==> config.mk <==
export PLATFORM = sky130hd
export DESIGN_NAME = pge_back
export DESIGN_NICKNAME = d
export VERILOG_FILES = /design/src/hdl/pge_pkg.sv /design/src/hdl/pge_back.sv
export SDC_FILE = /design/constraint.sdc
export NUM_CORES = 1
export LEC_CHECK = 0
export ABC_AREA = 1
export BUFFER_PORTS_ARGS = -buffer_cell sky130_fd_sc_hd__buf_2
export CORE_MARGIN = 10
export CORE_UTILIZATION = 50
export DETAILED_ROUTE_END_ITERATION = 16
export PLACE_DENSITY = 0.86
export SLEW_MARGIN = 40
export SYNTH_ARGS = -nofsm -noshare
export SYNTH_HDL_FRONTEND = slang
export SYNTH_SLANG_ARGS = --single-unit
==> constraint.sdc <==
create_clock -name clock -period 2.6 [get_ports clock]
set_input_delay 0.52 -clock clock [delete_from_list [all_inputs] [get_ports clock]]
set_output_delay 0.52 -clock clock [all_outputs]
set_load 0.02 [all_outputs]
==> src/hdl/pge_pkg.sv <==
// Shared types and constants of the pixel gradient energy map.
// Holds the request, response and queue record formats; no dependencies.
package pge_pkg;

   // Field widths fixed by the external interface
   localparam int PIX_W        = 8;
   localparam int CFG_WIDTH_W  = 11;
   localparam int CFG_HEIGHT_W = 13;
   localparam int CSR_DATA_W   = 13;
   localparam int CSR_INDEX_W  = 2;
   localparam int OUT_ROW_W    = 12;
   localparam int OUT_COL_W    = 10;
   localparam int ENERGY_W     = 10;

   // Register indexes
   localparam logic [CSR_INDEX_W-1:0] CSR_FRAME_WIDTH  = 2'd0;
   localparam logic [CSR_INDEX_W-1:0] CSR_FRAME_HEIGHT = 2'd1;

   // Queue between front and back
   localparam int QUEUE_DEPTH = 4;
   localparam int QUEUE_PTR_W = 2;
   localparam int QUEUE_CNT_W = 3;

   // Result slots carried by one record, in emission order
   localparam int RES_N    = 3;
   localparam int RES_UP   = 0;   // pixel above, finished by its down neighbor
   localparam int RES_LEFT = 1;   // left pixel on the last row
   localparam int RES_MINE = 2;   // the pixel itself, last column of the last row

   typedef struct packed {
      logic [PIX_W-1:0] red;
      logic [PIX_W-1:0] green;
      logic [PIX_W-1:0] blue;
   } req_type;

   typedef struct packed {
      logic [OUT_ROW_W-1:0] out_row;
      logic [OUT_COL_W-1:0] out_col;
      logic [ENERGY_W-1:0]  energy;
      logic                 last_of_run;
   } rsp_type;

   // One classified request with its finished energies
   typedef struct packed {
      logic [OUT_ROW_W-1:0] row;
      logic [OUT_COL_W-1:0] col;
      logic [RES_N-1:0]     mask;
      logic [ENERGY_W-1:0]  e_up;
      logic [ENERGY_W-1:0]  e_left;
      logic [ENERGY_W-1:0]  e_mine;
   } rec_type;

endpackage

==> src/hdl/pge_back.sv <==
// Back end: expands each queued record into its results, one per cycle while
// rsp_ready is high, through the response register. Depends on pge_pkg.
module pge_back (
   input  logic             clock,
   input  logic             reset,
   input  logic             head_valid,
   output logic             head_ready,
   input  pge_pkg::rec_type head_data,
   output logic             rsp_valid,
   input  logic             rsp_ready,
   output pge_pkg::rsp_type rsp_data
);
   import pge_pkg::*;

   logic [RES_N-1:0] done_ff, done_in;
   logic             rsp_valid_ff, rsp_valid_in;
   rsp_type          rsp_ff, rsp_in;
   logic [RES_N-1:0] remain, sel;
   logic             load, last;

   // Pick the earliest result of the head record not yet sent
   always_comb begin
      remain = head_data.mask & ~done_ff;
      sel    = remain & (~remain + RES_N'(1));
      last   = (remain & ~sel) == '0;
      load   = head_valid && (!rsp_valid_ff || rsp_ready);
      rsp_in = rsp_ff;
      if (sel[RES_UP]) begin
         rsp_in.out_row = head_data.row - OUT_ROW_W'(1);
         rsp_in.out_col = head_data.col;
         rsp_in.energy  = head_data.e_up;
      end else if (sel[RES_LEFT]) begin
         rsp_in.out_row = head_data.row;
         rsp_in.out_col = head_data.col - OUT_COL_W'(1);
         rsp_in.energy  = head_data.e_left;
      end else begin
         rsp_in.out_row = head_data.row;
         rsp_in.out_col = head_data.col;
         rsp_in.energy  = head_data.e_mine;
      end
      rsp_in.last_of_run = last;
      done_in = done_ff;
      if (load) begin
         done_in = last ? '0 : (done_ff | sel);
      end
      rsp_valid_in = load ? 1'b1 : (rsp_ready ? 1'b0 : rsp_valid_ff);
   end

   assign head_ready = load && last;
   assign rsp_valid  = rsp_valid_ff;
   assign rsp_data   = rsp_ff;

   always_ff @(posedge clock) begin
      if (reset) begin
         done_ff      <= '0;
         rsp_valid_ff <= 1'b0;
      end else begin
         done_ff      <= done_in;
         rsp_valid_ff <= rsp_valid_in;
      end
   end

   always_ff @(posedge clock) begin
      if (load) begin
         rsp_ff <= rsp_in;
      end
   end

endmodule
==> reports/metrics.yaml <==
vias: 1806
synth_fp_nets: 290
clkTransAtPathRegs_ns: 0.07
cap_violations: 0
rr_worst_depth: 6
cts_sinks: 37
first_iter_violations: 105
grt_start_max_net_pins: 19
hold-path-cell-count: 2
cts_hold_buf: 0
fin_nets: 390
relSlewSlack: 0.7333
met2_usage: 0.2706
slowest_stage: "dfxtp_1"
rsz0062_at_grt: "false"
worstPathArrival_ns: 1.35
p_comb_frac: 0.203
postLayoutCoreUtil: 0.6916
rows: 22
clk_latency_ns: 0.28
whs_ns: 0.4308
drc: 0
grt_pass1_wl_mm: 7.762
antenna_found_initial: 0
worstSetupStartpointType: "register"
worstPathCellList: "inv_2, nand2_4, nor2_1, nor2_1, nand2_1, inv_1, buf_2"
min_path_type: "primary input to register"
finalHoldViolCount: 0
start_util: 0.5263
post-place-ws_ns: 0.7862
seqPwrFrac: 0.518
cts_buffer_depth: 2
final.setup.tns_ns: 0
crit_top_cell: "nor2_1"
antenna_cells: 0
port_buffers: 93
layout-drive-gt1-share: 0.3485
path_max_fanout: 9
dp_cells: 370
root_buffer: "clkbuf_8"
core_um2: 3716
netlist_instances: 229
synth_warnings: 0
setup_violations: 0
grt_overflow: 0
period_share: 0.7204
powerDensity_nw_per_um2: 535.2
h-tree-depth: 2
stdcell_count: 378
final_area_um2: 2570
switchingPower_uw: 391.9
total_power_mw: 1.375
power_frac_clock: 0.280
die-area_um2: 6813
wl_mm: 5.333
cts_tree: "yes"
dpl-instance-area_um2: 2484
grt.busiest_layer: "met2"
dp_hpwl_mm: 4.325
final_common_cell: "buf_2"
crit_required_ns: 2.08
die_y_um: 82.54
max_freq_mhz: 533.9
gp_congestion: 0.8204
postCtsResizedCells: 0
grtUsageMet1: 0.1603
swShare: 0.2849
synth_seq_cells: 37
ir_drop_mv: 0.3045
slew_violations: 0
endpoint_kind: "output port"
post-route-min-period_ns: 1.873
status: "complete, no violations"
tightest_slew_ns: 0.3992
ys_seq_area_frac: 0.5477
skew_ns: 0.004057
final_cell_mix: "93 x buf_2, 87 x nand2_1, 33 x edfxtp_1, 27 x inv_1, 21 x nand3_1"
ant_nets: 0
firstDrtPassIters: 4
ios: 94
synth_area_um2: 1956
layout_setup_ws_ns: 0.7271
grt_usage: 0.1511
syn_avg_cell_area_um2: 8.540
post_drt_wl_per_cell_um: 14.11
crit_type: "register to output port"
area_growth_pct: 31.41
die_w_um: 82.54
avgViaCountPerCell: 4.778
cts_setup_buffers: 0
p_leak_nw: 1.276
p_int_uw: 983.5
max_stage_delay_ns: 0.39
gr-usage-met3: 0.04644
ys_types: 23
cts_made_buffers: 5
grt_pass1_vias: 1724
[logic make-up (layout without fill, tap and decap cells)]
group,Yosys count,count (layout),share of synthesized area
compound gates,8,8,0.02111
simple gates,144,144,0.3301
xor+xnor,5,5,0.02239
flops,37,37,0.5477
buf+inv,33,134,0.06590
fa+ha+maj,2,2,0.01279
[cell usage after synthesis, drive strengths merged]
cell type | instances | area [um2]
dfxtp | 4 | 80.08
nor2 | 25 | 126.4
xor2 | 4 | 35.03
edfxtp | 33 | 991.0
nor3 | 2 | 10.01
a31oi | 1 | 6.260
nand3b | 3 | 22.52
o21ai | 5 | 25.02
ha | 2 | 25.02
a21oi | 2 | 10.01
xnor2 | 1 | 8.760
buf | 2 | 12.51
clkinv | 1 | 3.750
nand2 | 89 | 349.1
nand4 | 2 | 12.51
nand3 | 23 | 125.1
inv | 30 | 112.6
[layer usage]
metal  wire [um]  part of all wire
met1        1859              0.35
met2        2801              0.53
met3         603              0.11
met4          68             0.013
met5           0                 0
[worst max-delay path: cells and delay by family (launching register included)]
family / cells / cell delay [ns]
flops: 1 / 0.39
simple gates: 4 / 0.41
buf+inv: 3 / 0.27
[registers in the layout (all words and copies together), names as in the netlist]
name and flops:
rsp_valid 1, rsp_data 33, done_ff 3
[final timing paths]
| kind | start | end | slack [ns] |
|---|---|---|---|
| worst max-delay path | done_ff[0] | head_ready | 0.73 |
| worst min register to register | rsp_valid | rsp_valid | 0.49 |
| worst max register to register | done_ff[0] | rsp_data[29] | 1.13 |
| worst min-delay path | reset | rsp_valid | 0.43 |
[power groups by stage]
stage          logic [mW]  clock network [mW]  registers (mW)
5_1_grt             0.306               0.424           0.716
3_5_place_dp        0.281                   0           0.725
6_report            0.279               0.385           0.712
3_3_place_gp        0.272                   0           0.724
4_1_cts             0.282               0.393           0.713
2_1_floorplan       0.106                   0           0.780
[layout make-up]
class                      instances  area (um2)
timing repair buffer              95       480.5
clock buffer                       5       68.82
tap                               48       60.06
sequential                        37        1071
multi-input combinational        159       755.7
clock inverter                     3       17.52
inverter                          31       116.4
fill                             300        1146
Note: power is estimated with default switching activity, not from simulation.
