File: config.mk
export PLATFORM = sky130hd
export DESIGN_NAME = pge_queue
export DESIGN_NICKNAME = d
export VERILOG_FILES = /design/src/hdl/pge_pkg.sv /design/src/hdl/pge_queue.sv
export SDC_FILE = /design/constraint.sdc
export NUM_CORES = 1
export LEC_CHECK = 0
export ABC_CLOCK_PERIOD_IN_PS = 2900
export BUFFER_PORTS_ARGS = -buffer_cell sky130_fd_sc_hd__buf_2
export CAP_MARGIN = 5
export CORE_MARGIN = 5
export CORE_UTILIZATION = 55
export DETAILED_ROUTE_END_ITERATION = 8
export PLACE_DENSITY = 0.82
export SETUP_SLACK_MARGIN = 0.15
export SLEW_MARGIN = 20
export SYNTH_ARGS = -nofsm -noshare
export SYNTH_HDL_FRONTEND = slang
export SYNTH_SLANG_ARGS = --single-unit
File: constraint.sdc
create_clock -name clock -period 2.9 [get_ports clock]
set_input_delay 0.58 -clock clock [delete_from_list [all_inputs] [get_ports clock]]
set_output_delay 0.58 -clock clock [all_outputs]
set_load 0.01 [all_outputs]
File: src/hdl/pge_pkg.sv
// Shared types and constants of the pixel gradient energy map.
// Holds the request, response and queue record formats; no dependencies.
package pge_pkg;

   // Field widths fixed by the external interface
   localparam int PIX_W        = 8;
   localparam int CFG_WIDTH_W  = 11;
   localparam int CFG_HEIGHT_W = 13;
   localparam int CSR_DATA_W   = 13;
   localparam int CSR_INDEX_W  = 2;
   localparam int OUT_ROW_W    = 12;
   localparam int OUT_COL_W    = 10;
   localparam int ENERGY_W     = 10;

   // Register indexes
   localparam logic [CSR_INDEX_W-1:0] CSR_FRAME_WIDTH  = 2'd0;
   localparam logic [CSR_INDEX_W-1:0] CSR_FRAME_HEIGHT = 2'd1;

   // Queue between front and back
   localparam int QUEUE_DEPTH = 4;
   localparam int QUEUE_PTR_W = 2;
   localparam int QUEUE_CNT_W = 3;

   // Result slots carried by one record, in emission order
   localparam int RES_N    = 3;
   localparam int RES_UP   = 0;   // pixel above, finished by its down neighbor
   localparam int RES_LEFT = 1;   // left pixel on the last row
   localparam int RES_MINE = 2;   // the pixel itself, last column of the last row

   typedef struct packed {
      logic [PIX_W-1:0] red;
      logic [PIX_W-1:0] green;
      logic [PIX_W-1:0] blue;
   } req_type;

   typedef struct packed {
      logic [OUT_ROW_W-1:0] out_row;
      logic [OUT_COL_W-1:0] out_col;
      logic [ENERGY_W-1:0]  energy;
      logic                 last_of_run;
   } rsp_type;

   // One classified request with its finished energies
   typedef struct packed {
      logic [OUT_ROW_W-1:0] row;
      logic [OUT_COL_W-1:0] col;
      logic [RES_N-1:0]     mask;
      logic [ENERGY_W-1:0]  e_up;
      logic [ENERGY_W-1:0]  e_left;
      logic [ENERGY_W-1:0]  e_mine;
   } rec_type;

endpackage

File: src/hdl/pge_queue.sv
// Short record queue between front and back ends.
// Register array with read and write pointers; depends on pge_pkg.
module pge_queue (
   input  logic             clock,
   input  logic             reset,
   input  logic             in_valid,
   output logic             in_ready,
   input  pge_pkg::rec_type in_data,
   output logic             out_valid,
   input  logic             out_ready,
   output pge_pkg::rec_type out_data
);
   import pge_pkg::*;

   rec_type                entry_ff [QUEUE_DEPTH];
   logic [QUEUE_PTR_W-1:0] wr_ptr_ff, wr_ptr_in, rd_ptr_ff, rd_ptr_in;
   logic [QUEUE_CNT_W-1:0] count_ff, count_in;
   logic                   push, pop;

   assign in_ready  = count_ff != QUEUE_CNT_W'(QUEUE_DEPTH);
   assign out_valid = count_ff != '0;
   assign out_data  = entry_ff[rd_ptr_ff];
   assign push      = in_valid && in_ready;
   assign pop       = out_valid && out_ready;

   // Pointer and fill bookkeeping
   always_comb begin
      wr_ptr_in = push ? wr_ptr_ff + QUEUE_PTR_W'(1) : wr_ptr_ff;
      rd_ptr_in = pop ? rd_ptr_ff + QUEUE_PTR_W'(1) : rd_ptr_ff;
      count_in  = count_ff;
      if (push && !pop) begin
         count_in = count_ff + QUEUE_CNT_W'(1);
      end else if (pop && !push) begin
         count_in = count_ff - QUEUE_CNT_W'(1);
      end
   end

   always_ff @(posedge clock) begin
      if (reset) begin
         wr_ptr_ff <= '0;
         rd_ptr_ff <= '0;
         count_ff  <= '0;
      end else begin
         wr_ptr_ff <= wr_ptr_in;
         rd_ptr_ff <= rd_ptr_in;
         count_ff  <= count_in;
      end
   end

   always_ff @(posedge clock) begin
      if (push) begin
         entry_ff[wr_ptr_ff] <= in_data;
      end
   end

endmodule

==> results of run 1 <==
[where the power goes]
part	leakage, nW	total [mW]	switching (mW)	internal (mW)
Clock	0.358	2.83	1.10	1.72
Combinational	1.02	2.09	1.03	1.06
Sequential	2.09	4.14	0.123	4.02
Total	3.47	9.06	2.26	6.81
[layout by cell type, fill, tap and decap left out]
cell type	Yosys	routed
mux4_1	5	5
fa_1	1	1
and2_4	0	3
mux2_2	1	1
clkbuf_1	1	9
clkinv_2	0	1
edfxtp_1	220	220
inv_1	3	3
o31ai_1	1	1
buf_4	0	13
ha_1	5	5
buf_12	5	6
a21boi_2	1	1
clkbuf_8	0	3
o311ai_0	1	1
mux4_2	50	50
xor2_1	4	4
nor2_1	8	8
a21oi_1	1	1
inv_6	0	1
buf_2	5	115
clkbuf_16	0	23
dfxtp_2	0	1
bufinv_16	0	2
o21ai_0	1	1
nand2b_1	2	2
dfxtp_1	9	7
nand2_1	1	1
inv_4	0	1
or3_1	2	2
clkinv_1	0	1
dfxtp_4	0	1
mux2i_1	2	2
and2_2	0	1
[cell type report]
type	count	area [sq um]	area share, %
sequential	229	6790	67.2
clock inverter	6	83.8	0.830
clock buffer	35	651	6.44
multi-input combinational	90	1540	15.2
timing repair buffer	134	793	7.85
tap	188	235	2.33
inverter	3	11.3	0.111
[state kept, by name (all words and copies together), names as in the netlist, named ones only]
name,flops
rd_ptr_ff,2
entry_ff,220
count_ff,3
wr_ptr_ff,2
[how the worst max path moves through the flow]
stage / end / slack (ns) / cells after the start
global placement: count_ff[2] / 0.62 / 8
floorplan: entry_ff[0][0] / 0.29 / 2
detailed placement: count_ff[2] / 0.48 / 8
finish: out_data[41] / 0.41 / 3
CTS: out_data[41] / 0.20 / 3
global route: out_data[52] / 0.29 / 3
[cells by family (layout without fill, tap and decap cells)]
kind of cell / Yosys count / count (layout) / share of synthesized area [%]
AO/OA/AOI/OAI: 5 / 5 / 0.443
buffers and inverters: 16 / 178 / 1.85
flip-flops: 229 / 229 / 80.1
adder cells (fa/ha/maj): 6 / 6 / 0.975
XOR/XNOR: 4 / 4 / 0.414
AND/OR/NAND/NOR: 17 / 17 / 0.990
multiplexers: 58 / 58 / 15.2
[worst max-delay path: stages, from the launching register on]
cell and delay (ns):
dfxtp_4 0.43, buf_12 0.24, mux4_1 0.57, buf_2 0.16
[stage by stage]
stage	instance area [sq um]	total power, mW	hold WS [ns]	setup slack [ns]
2_1_floorplan	8470	5.63	0.482	0.291
3_3_place_gp	9320	6.23	0.495	0.619
3_5_place_dp	9320	6.31	0.525	0.480
4_1_cts	10000	9.14	0.280	0.201
5_1_grt	10100	9.51	0.283	0.292
6_report	10100	9.06	0.299	0.415
[per-layer routing]
layer | GRT usage [%] | wire (um) | vias up
met4 | 3.51 | 239 | 8
met3 | 4.16 | 969 | 32
met1 | 22.4 | 5930 | 1981
met2 | 28.1 | 7300 | 108
met5 | 0 | 42 | -
li1 | - | - | 1719
==> reports/qor.txt, run 1 <==
Top cells by area, synth: edfxtp_1, mux4_2, dfxtp_1
RSZ-0062 raised after global routing: false
Die area: 18000 sq um
Syn_nets: 400
Gpl congestion: 0.737
Die Ht: 134 um
FF-to-FF path depth: 8
Largest net degree at the start of global routing: 32
CTS tree: yes
Fin util: 66.7%
Root Driver: clkbuf_16
Via count: 3848
Cell Area, Synth: 8470 sq um
Setup Skew: 0.0122 ns
Min cycle time layout: 2.49 ns
Area Growth Syn to Fin: 19.3%
Fmax achieved: 402 MHz
Required time of the critical path: 2.32 ns
Post-synthesis async set-or-reset flop share: 0%
WS Path Type: flop to output port
Yosys top cell area share: 78.0%
Status: completed
Drt pass-1 iters: 4
Syn Area/Cell: 25.3 sq um
Post-synthesis register bit count: 229
Crit-path max FO: 25
Synth cell count leaders: edfxtp_1, mux4_2, dfxtp_1
Core area: 15100 sq um
Starting density of the core: 55.9%
H-tree Lvls: 1
Rel. slew slack: 62.8%
Setup violators final: 0
Hold path depth: 1
Rows: 45
First-pass GRT wire length: 23200 um
CP arrival: 1.91 ns
Worst-margin pin slew: 0.551 ns
Startpoint class of the critical path: flop
DRC viols: 0
Inserted Diodes: 0
Count leader, synth: edfxtp_1
Hold Crit Start: in_data[0]
FF-to-FF End: count_ff[2]
Post-Synthesis Cells: 335
Post-DRT Antenna Nets: 0
Antenna violations before repair: 4
Filler cell count: 969
Vias per cell: 5.62
Final net count: 546
CP Capture Type: output port
I/O Pins: 116
Aggregate global routing overflow: 0
P_leak: 3.47 nW
Seq/Total Area, Yosys: 80.1%
Hold Fails Final Rpt: 0
Post-route setup TNS: 0 ns
Cell taking the most area after synthesis: edfxtp_1
Share of layout cells above drive strength 1: 44.9%
WHS Endpoint: entry_ff[1][0]
Post-CTS sizing: 0
Final worst-path cycle share: 85.7%
Setup bufs post-CTS: 0
Routed wire length: 14500 um
Max-slew violations: 0
Clk sink count: 229
Reg clk slew, reported paths: 0.06 ns
All-layer global routing usage: 16.6%
CTS Buffer Depth: 3
Post-synth EDFFs: 220
Hold Buf Count CTS: 0
Hold crit path type: input port to flop
Total number of yosys warnings: 0
DP HPWL: 9090 um
Max-cap violations: 0
PD cells: 897 nW/um^2
Vias in the first global route: 4218
Worst vdd ir: 0.449 mV
Yosys cell types: 25
Skew-Pair Late Insertion Delay: 0.49 ns
TritonCTS Buffers: 23
IO Port Bufs: 115
Reg2Reg Launch Point: count_ff[0]
Routed len/inst: 21.1 um
Placed cells: 637
FF-to-FF setup slack: 0.57 ns
Chip Width: 134 um
1st-iter DRT viols: 217
Layout Cells excl Fill: 685
Post-synth top flop: edfxtp_1
Power figures use the tool's default switching activity.
==> run 2: changes to the inputs <==
CAP_MARGIN = 20   (was 5)
RECOVER_POWER = 50   (was not set)
==> run 2 against run 1 <==
Flip-flop and latch count is the same. Count of clock-buffer cells in the layout is the same. Clock skew grew 0.0011 ns. Critical path type is now flop to flop. Highest routed layer unchanged. Critical path depth increased by 1. Routed wire length fell by 0.21%. Critical endpoint is now entry_ff[0][52]. Sequential share of layout area increased by 0.49 points. Die area stayed put.
==> reports/qor.txt, run 2 (synthesis gave the netlist of run 1 again) <==
Largest registers: entry_ff (220), count_ff (3)
1st-iter DRT viols: 211 (-2.8%)
Largest reg by FF count: entry_ff
Placed cells: 637 (unchanged)
Worst path buffer plus inverter count: 1 (-1)
Hold Fails Final Rpt: 0 (unchanged)
Post-DRT Antenna Nets: 0 (unchanged)
DP HPWL: 9090 um (unchanged)
Drt pass-1 iters: 4 (unchanged)
Pre-CTS setup slack: 0.480 ns (unchanged)
Hold crit path type: input port to flop
Vias per cell: 5.58 (-0.75%)
Post-route setup TNS: 0 ns (unchanged)
Final worst-path cycle share: 85.9% (+0.16 points)
Setup violators final: 0 (unchanged)
Setup Skew: 0.0133 ns (+0.00110 ns)
Chip Width: 134 um (unchanged)
CTS Buffer Depth: 3 (unchanged)
Clock power share: 31.2% (about the same)
Clk sink count: 229 (unchanged)
CP arrival: 2.68 ns (+0.77 ns)
Rows: 45 (unchanged)
IO Port Bufs: 115 (unchanged)
Crit-path max FO: 20 (-20%)
Switching share of power: 24.9% (about the same)
CTS tree: yes
Reg clk slew, reported paths: 0.06 ns (about the same)
Sw Pwr: 2.25 mW (about the same)
Critical path's largest stage delay: 0.95 ns (+0.38 ns)
Most common cell after layout, fill and taps aside: edfxtp_1
Required time of the critical path: 3.09 ns (+0.77 ns)
First-pass GRT wire length: 23200 um (unchanged)
RSZ-0062 raised after global routing: false
Status: completed
Min setup slack post-route: 0.410 ns (-0.00477 ns)
TritonCTS Buffers: 23 (unchanged)
Layout Cells excl Fill: 685 (unchanged)
Routed len/inst: 21.1 um (-0.21%)
Fmax achieved: 402 MHz (-0.19%)
Cell at the slowest stage of the critical path: and2_1
Share of layout cells above drive strength 1: 33.4% (-11 points)
Min cycle time layout: 2.49 ns (+0.00477 ns)
Internal: 6.80 mW (-0.19%)
Max-slew violations: 0 (unchanged)
Die Ht: 134 um (unchanged)
Worst-margin pin slew: 1.14 ns (+0.591 ns)
H-tree Lvls: 1 (unchanged)
Root Driver: clkbuf_16
Aggregate global routing overflow: 0 (unchanged)
Final net count: 546 (unchanged)
Vias in the first global route: 4218 (unchanged)
Crit path from: count_ff[0]
Post-CTS sizing: 0 (unchanged)
PD cells: 902 nW/um^2 (+0.58%)
Die area: 18000 sq um (unchanged)
Area Growth Syn to Fin: 18.4%
Gpl congestion: 0.737 (unchanged)
Storage cell area: 6790 sq um (unchanged)
Skew-Pair Late Insertion Delay: 0.49 ns (about the same)
Worst vdd ir: 0.448 mV (-0.27%)
Crit-path cells: nor2_1 -> a21boi_2 -> and2_1 -> buf_4
CP Capture Type: flop
Largest register FFs: 220 (unchanged)
Inserted Diodes: 0 (unchanged)
Multi-input gate area: 1530 sq um (-0.33%)
Max-cap violations: 0 (unchanged)
Comb pwr share: 23.0% (about the same)
WS Path Type: flop to flop
Starting density of the core: 55.9% (unchanged)
Rel. slew slack: 23.9% (-39 points)
Routed wire length: 14400 um (-0.21%)
DRC viols: 0 (unchanged)
Most frequent cells in the layout: edfxtp_1, clkbuf_1, buf_2, mux4_2, clkbuf_16
Startpoint class of the critical path: flop
Antenna violations before repair: 2 (-2)
Total power: 9.05 mW (-0.16%)
Post-route cell area: 10000 sq um (-0.73%)
Hold Crit Start: in_data[22]
DP Area: 9320 sq um (unchanged)
All-layer global routing usage: 16.6% (unchanged)
Worst path top cell family by delay: simple AND/OR/NAND/NOR gates
Reg2Reg Launch Point: count_ff[0]
Filler cell count: 1000 (+3.2%)
I/O Pins: 116 (unchanged)
Largest net degree at the start of global routing: 32 (unchanged)
Core area: 15100 sq um (unchanged)
Sequential share of power: 45.8% (about the same)
P_leak: 3.31 nW (-4.5%)
Via count: 3819 (-0.75%)
run 2: changes by cell type in the layout (fill, tap and decap cells not counted), sizes merged:
| cell | before | now |
|---|---|---|
| buf | 134 | 79 |
| clkbuf | 35 | 90 |
run 2: power groups by stage:
stage	clock (mW)	combinational (mW)	sequential [mW]
after detailed placement	0	2.06	4.25
after global placement	0	2.01	4.22
after floorplan	0	1.46	4.17
after CTS	2.89	2.07	4.18
after global routing	3.04	2.28	4.18
final	2.83	2.08	4.15
run 2: layout make-up:
class / instances / share of cell area (%)
flip-flops and latches: 229 / 67.7
multi-input cells: 90 / 15.3
repair buffers: 134 / 7.22
clock buffers: 35 / 6.49
well taps: 188 / 2.35
clock inverters: 6 / 0.836
inverters: 3 / 0.112
run 2: worst register-to-register path: cells and delay by family, from the launching register on:
family,cells,cell delay [ns]
buffers and inverters,1,0.34
flip-flops,1,0.45
AO/OA/AOI/OAI,1,0.34
AND/OR/NAND/NOR,2,1.06
run 2: final timing paths:
path / endpoint / slack (ns) / depth (start not counted)
hold / removal: entry_ff[2][22] / 0.34 / 1
hold reg to reg: flop / 0.53 / 2
setup / recovery: entry_ff[0][52] / 0.41 / 4
setup reg to reg: entry_ff[0][52] / 0.41 / 4
run 2: per-layer routing:
metal	track usage, %	wire length (um)	vias to the layer above	share of wire [%]
li1	-	-	1716	-
met1	22.4	5900	1960	41
met2	28.1	7340	114	51
met3	4.16	975	25	6.7
met4	3.51	199	4	1.4
met5	0	25	-	0.17
run 2: stage by stage:
step,hold WS (ns),utilization [%]
2_1_floorplan,0.482,-
4_1_cts,0.280,66.4
3_5_place_dp,0.525,61.5
3_3_place_gp,0.495,61.5
6_report,0.338,66.2
5_1_grt,0.335,66.2
run 2: timing repair:
action / 4_1_cts / 5_1_grt
setup buffers: 0 / 7
setup endpoints to repair: 0 / 3
hold buffers: 0 / 0
==> run 3: changes to the inputs <==
CELL_PAD_IN_SITES_DETAIL_PLACEMENT = 2   (was not set)
CELL_PAD_IN_SITES_GLOBAL_PLACEMENT = 2   (was not set)
CORE_UTILIZATION = 45   (was 55)
PLACE_DENSITY = 0.84   (was 0.82)
==> run 3 against run 2 <==
Total power is 0.17% lower. Core utilization shrank 13 points. Critical endpoint is now out_data[42]. Global-route usage up 1.8 points. Largest cell class unchanged. Routed wire length is 35% higher. Maximum frequency shrank 2.2%. Clock power decreased by 2%. Clock skew shrank 0.0036 ns. Combinational power hardly changed. Cell count grew 5.3%. Register-to-register slack better by 0.05 ns. Critical path type is now flop to output port.
==> reports/qor.txt, run 3 (synthesis gave the netlist of run 1 again) <==
FF-to-FF setup slack: 0.46 ns (+0.05 ns)
Placed cells: 678 (+6.4%)
Aggregate global routing overflow: 0 (unchanged)
Largest reg by FF count: entry_ff
Skew-Pair Late Insertion Delay: 0.51 ns (+0.02 ns)
FF-to-FF End: count_ff[2]
Share of layout cells above drive strength 1: 32.4% (-0.96 points)
Gpl congestion: 0.685 (-7.0%)
Sequential share of power: 46.1% (+0.3 points)
Crit-path cells: buf_6 -> mux4_2 -> buf_2
Most frequent cells in the layout: edfxtp_1, buf_2, clkbuf_1, mux4_2, clkbuf_16
Routed len/inst: 27.0 um (+28%)
Die Ht: 147 um (+9.8%)
Required time of the critical path: 2.32 ns (-0.77 ns)
Comb pwr share: 23.4% (+0.4 points)
DRC viols: 0 (unchanged)
Die area: 21700 sq um (+20%)
Vias in the first global route: 4628 (+9.7%)
WS Path Type: flop to output port
Final worst-path cycle share: 87.8% (+1.9 points)
Largest register FFs: 220 (unchanged)
Max-slew violations: 0 (unchanged)
Antenna violations before repair: 0 (-2)
Root Driver: clkbuf_16
Rows: 50 (+11%)
TritonCTS Buffers: 24 (+4.3%)
Via count: 3893 (+1.9%)
Sw Pwr: 2.46 mW (+9.2%)
Setup Skew: 0.00966 ns (-0.00360 ns)
Post-CTS sizing: 1 (+1)
Crit-path max FO: 25 (+25%)
CTS Buffer Depth: 3 (unchanged)
Routed wire length: 19500 um (+35%)
Startpoint class of the critical path: flop
Final net count: 535 (-2.0%)
Post-route setup TNS: 0 ns (unchanged)
I/O Pins: 116 (unchanged)
Cell at the slowest stage of the critical path: mux4_2
Min cycle time layout: 2.54 ns (+0.0548 ns)
Max-cap violations: 0 (unchanged)
H-tree Lvls: 1 (unchanged)
CP Capture Type: output port
FF-to-FF path depth: 8 (+4)
IO Port Bufs: 115 (unchanged)
Fmax achieved: 393 MHz (-2.2%)
Filler cell count: 1636 (+64%)
Post-DRT Antenna Nets: 0 (unchanged)
Layout Cells excl Fill: 721 (+5.3%)
Worst-margin pin slew: 0.782 ns (-0.359 ns)
RSZ-0062 raised after global routing: false
Hold Buf Count CTS: 0 (unchanged)
1st-iter DRT viols: 241 (+14%)
Drt pass-1 iters: 4 (unchanged)
Largest net degree at the start of global routing: 56 (+75%)
Setup violators final: 0 (unchanged)
Vias per cell: 5.40 (-3.2%)
Reg clk slew, reported paths: 0.06 ns (about the same)
Setup bufs post-CTS: 0 (unchanged)
Hold crit path type: input port to flop
Clock power share: 30.5% (-0.7 points)
Internal: 6.57 mW (-3.3%)
Inserted Diodes: 0 (unchanged)
Hold path depth: 1 (unchanged)
Hold Fails Final Rpt: 0 (unchanged)
CTS tree: yes
Clk sink count: 229 (unchanged)
P_leak: 3.24 nW (-2.1%)
DP HPWL: 12900 um (+42%)
PD cells: 906 nW/um^2 (+0.37%)
Largest registers: entry_ff (220), count_ff (3)
Rel. slew slack: 47.8% (+24 points)
Status: completed
First-pass GRT wire length: 29900 um (+29%)
CP arrival: 1.96 ns (-0.72 ns)
Worst vdd ir: 0.607 mV (+35%)
Core area: 18600 sq um (+23%)
Area Growth Syn to Fin: 17.8%
WHS Endpoint: entry_ff[3][39]
Hold Crit Start: in_data[39]
Starting density of the core: 45.4% (-10 points)
Chip Width: 147 um (+9.8%)
Reg2Reg Launch Point: count_ff[0]
All-layer global routing usage: 18.4% (+1.8 points)
Switching share of power: 27.2% (+2.3 points)
Most common cell after layout, fill and taps aside: edfxtp_1
Critical path's largest stage delay: 0.60 ns (-0.35 ns)
[run 3: cell types whose count changed in the layout (fill, tap and decap cells not counted), sizes merged]
cell,previous run,this run
clkinvlp,0,1
clkbuf,90,83
inv,5,3
bufinv,2,0
clkinv,2,14
buf,79,67
[run 3: how the worst max path moves through the flow]
stage | from | endpoint | cells past startpoint
floorplan | in_valid | entry_ff[0][0] | 2
global placement | in_valid | count_ff[2] | 8
detailed placement | in_valid | count_ff[2] | 8
CTS | flop | out_data[42] | 3
global route | flop | out_data[22] | 3
finish | flop | out_data[42] | 3
[run 3: per-stage QoR]
stage	utilization, %	total power [mW]	hold slack [ns]	cell area (sq um)	setup WS, ns
2_1_floorplan	-	5.63	0.482	8470	0.291
3_3_place_gp	50.1	6.24	0.493	9340	0.583
3_5_place_dp	50.1	6.42	0.542	9340	0.349
4_1_cts	53.9	9.21	0.261	10000	0.282
5_1_grt	53.5	9.49	0.343	9970	0.249
6_report	53.5	9.03	0.329	9970	0.355
[run 3: layout make-up]
class	instances	area, sq um	area share (%)
Clock buffer	28	637	6.38
Clock inverter	15	68.8	0.690
Timing Repair Buffer	122	638	6.40
Sequential cell	229	6790	68.1
Tap cell	234	293	2.94
Multi-Input combinational cell	90	1540	15.4
Inverter	3	11.3	0.113
[run 3: per-layer routing]
| metal | part of all wire, % | up-vias | global-route usage [%] |
|---|---|---|---|
| li1 | - | 1696 | - |
| met1 | 39 | 2064 | 22.9 |
| met2 | 55 | 106 | 33.9 |
| met3 | 3.7 | 27 | 3.49 |
| met4 | 1.6 | 0 | 3.87 |
| met5 | 0 | - | 0 |
[run 3: power by group through the flow]
| stage | sequential [mW] | combinational [mW] | clock (mW) |
|---|---|---|---|
| after floorplan | 4.17 | 1.46 | 0 |
| after global placement | 4.17 | 2.07 | 0 |
| after detailed placement | 4.24 | 2.18 | 0 |
| after CTS | 4.17 | 2.21 | 2.83 |
| after global routing | 4.20 | 2.29 | 3.00 |
| final | 4.16 | 2.11 | 2.76 |
[run 3: critical path: cells and delay by family (launching register included)]
| family | cells | cell delay (ns) |
|---|---|---|
| DFF | 1 | 0.36 |
| buffers and inverters | 2 | 0.50 |
| muxes | 1 | 0.60 |
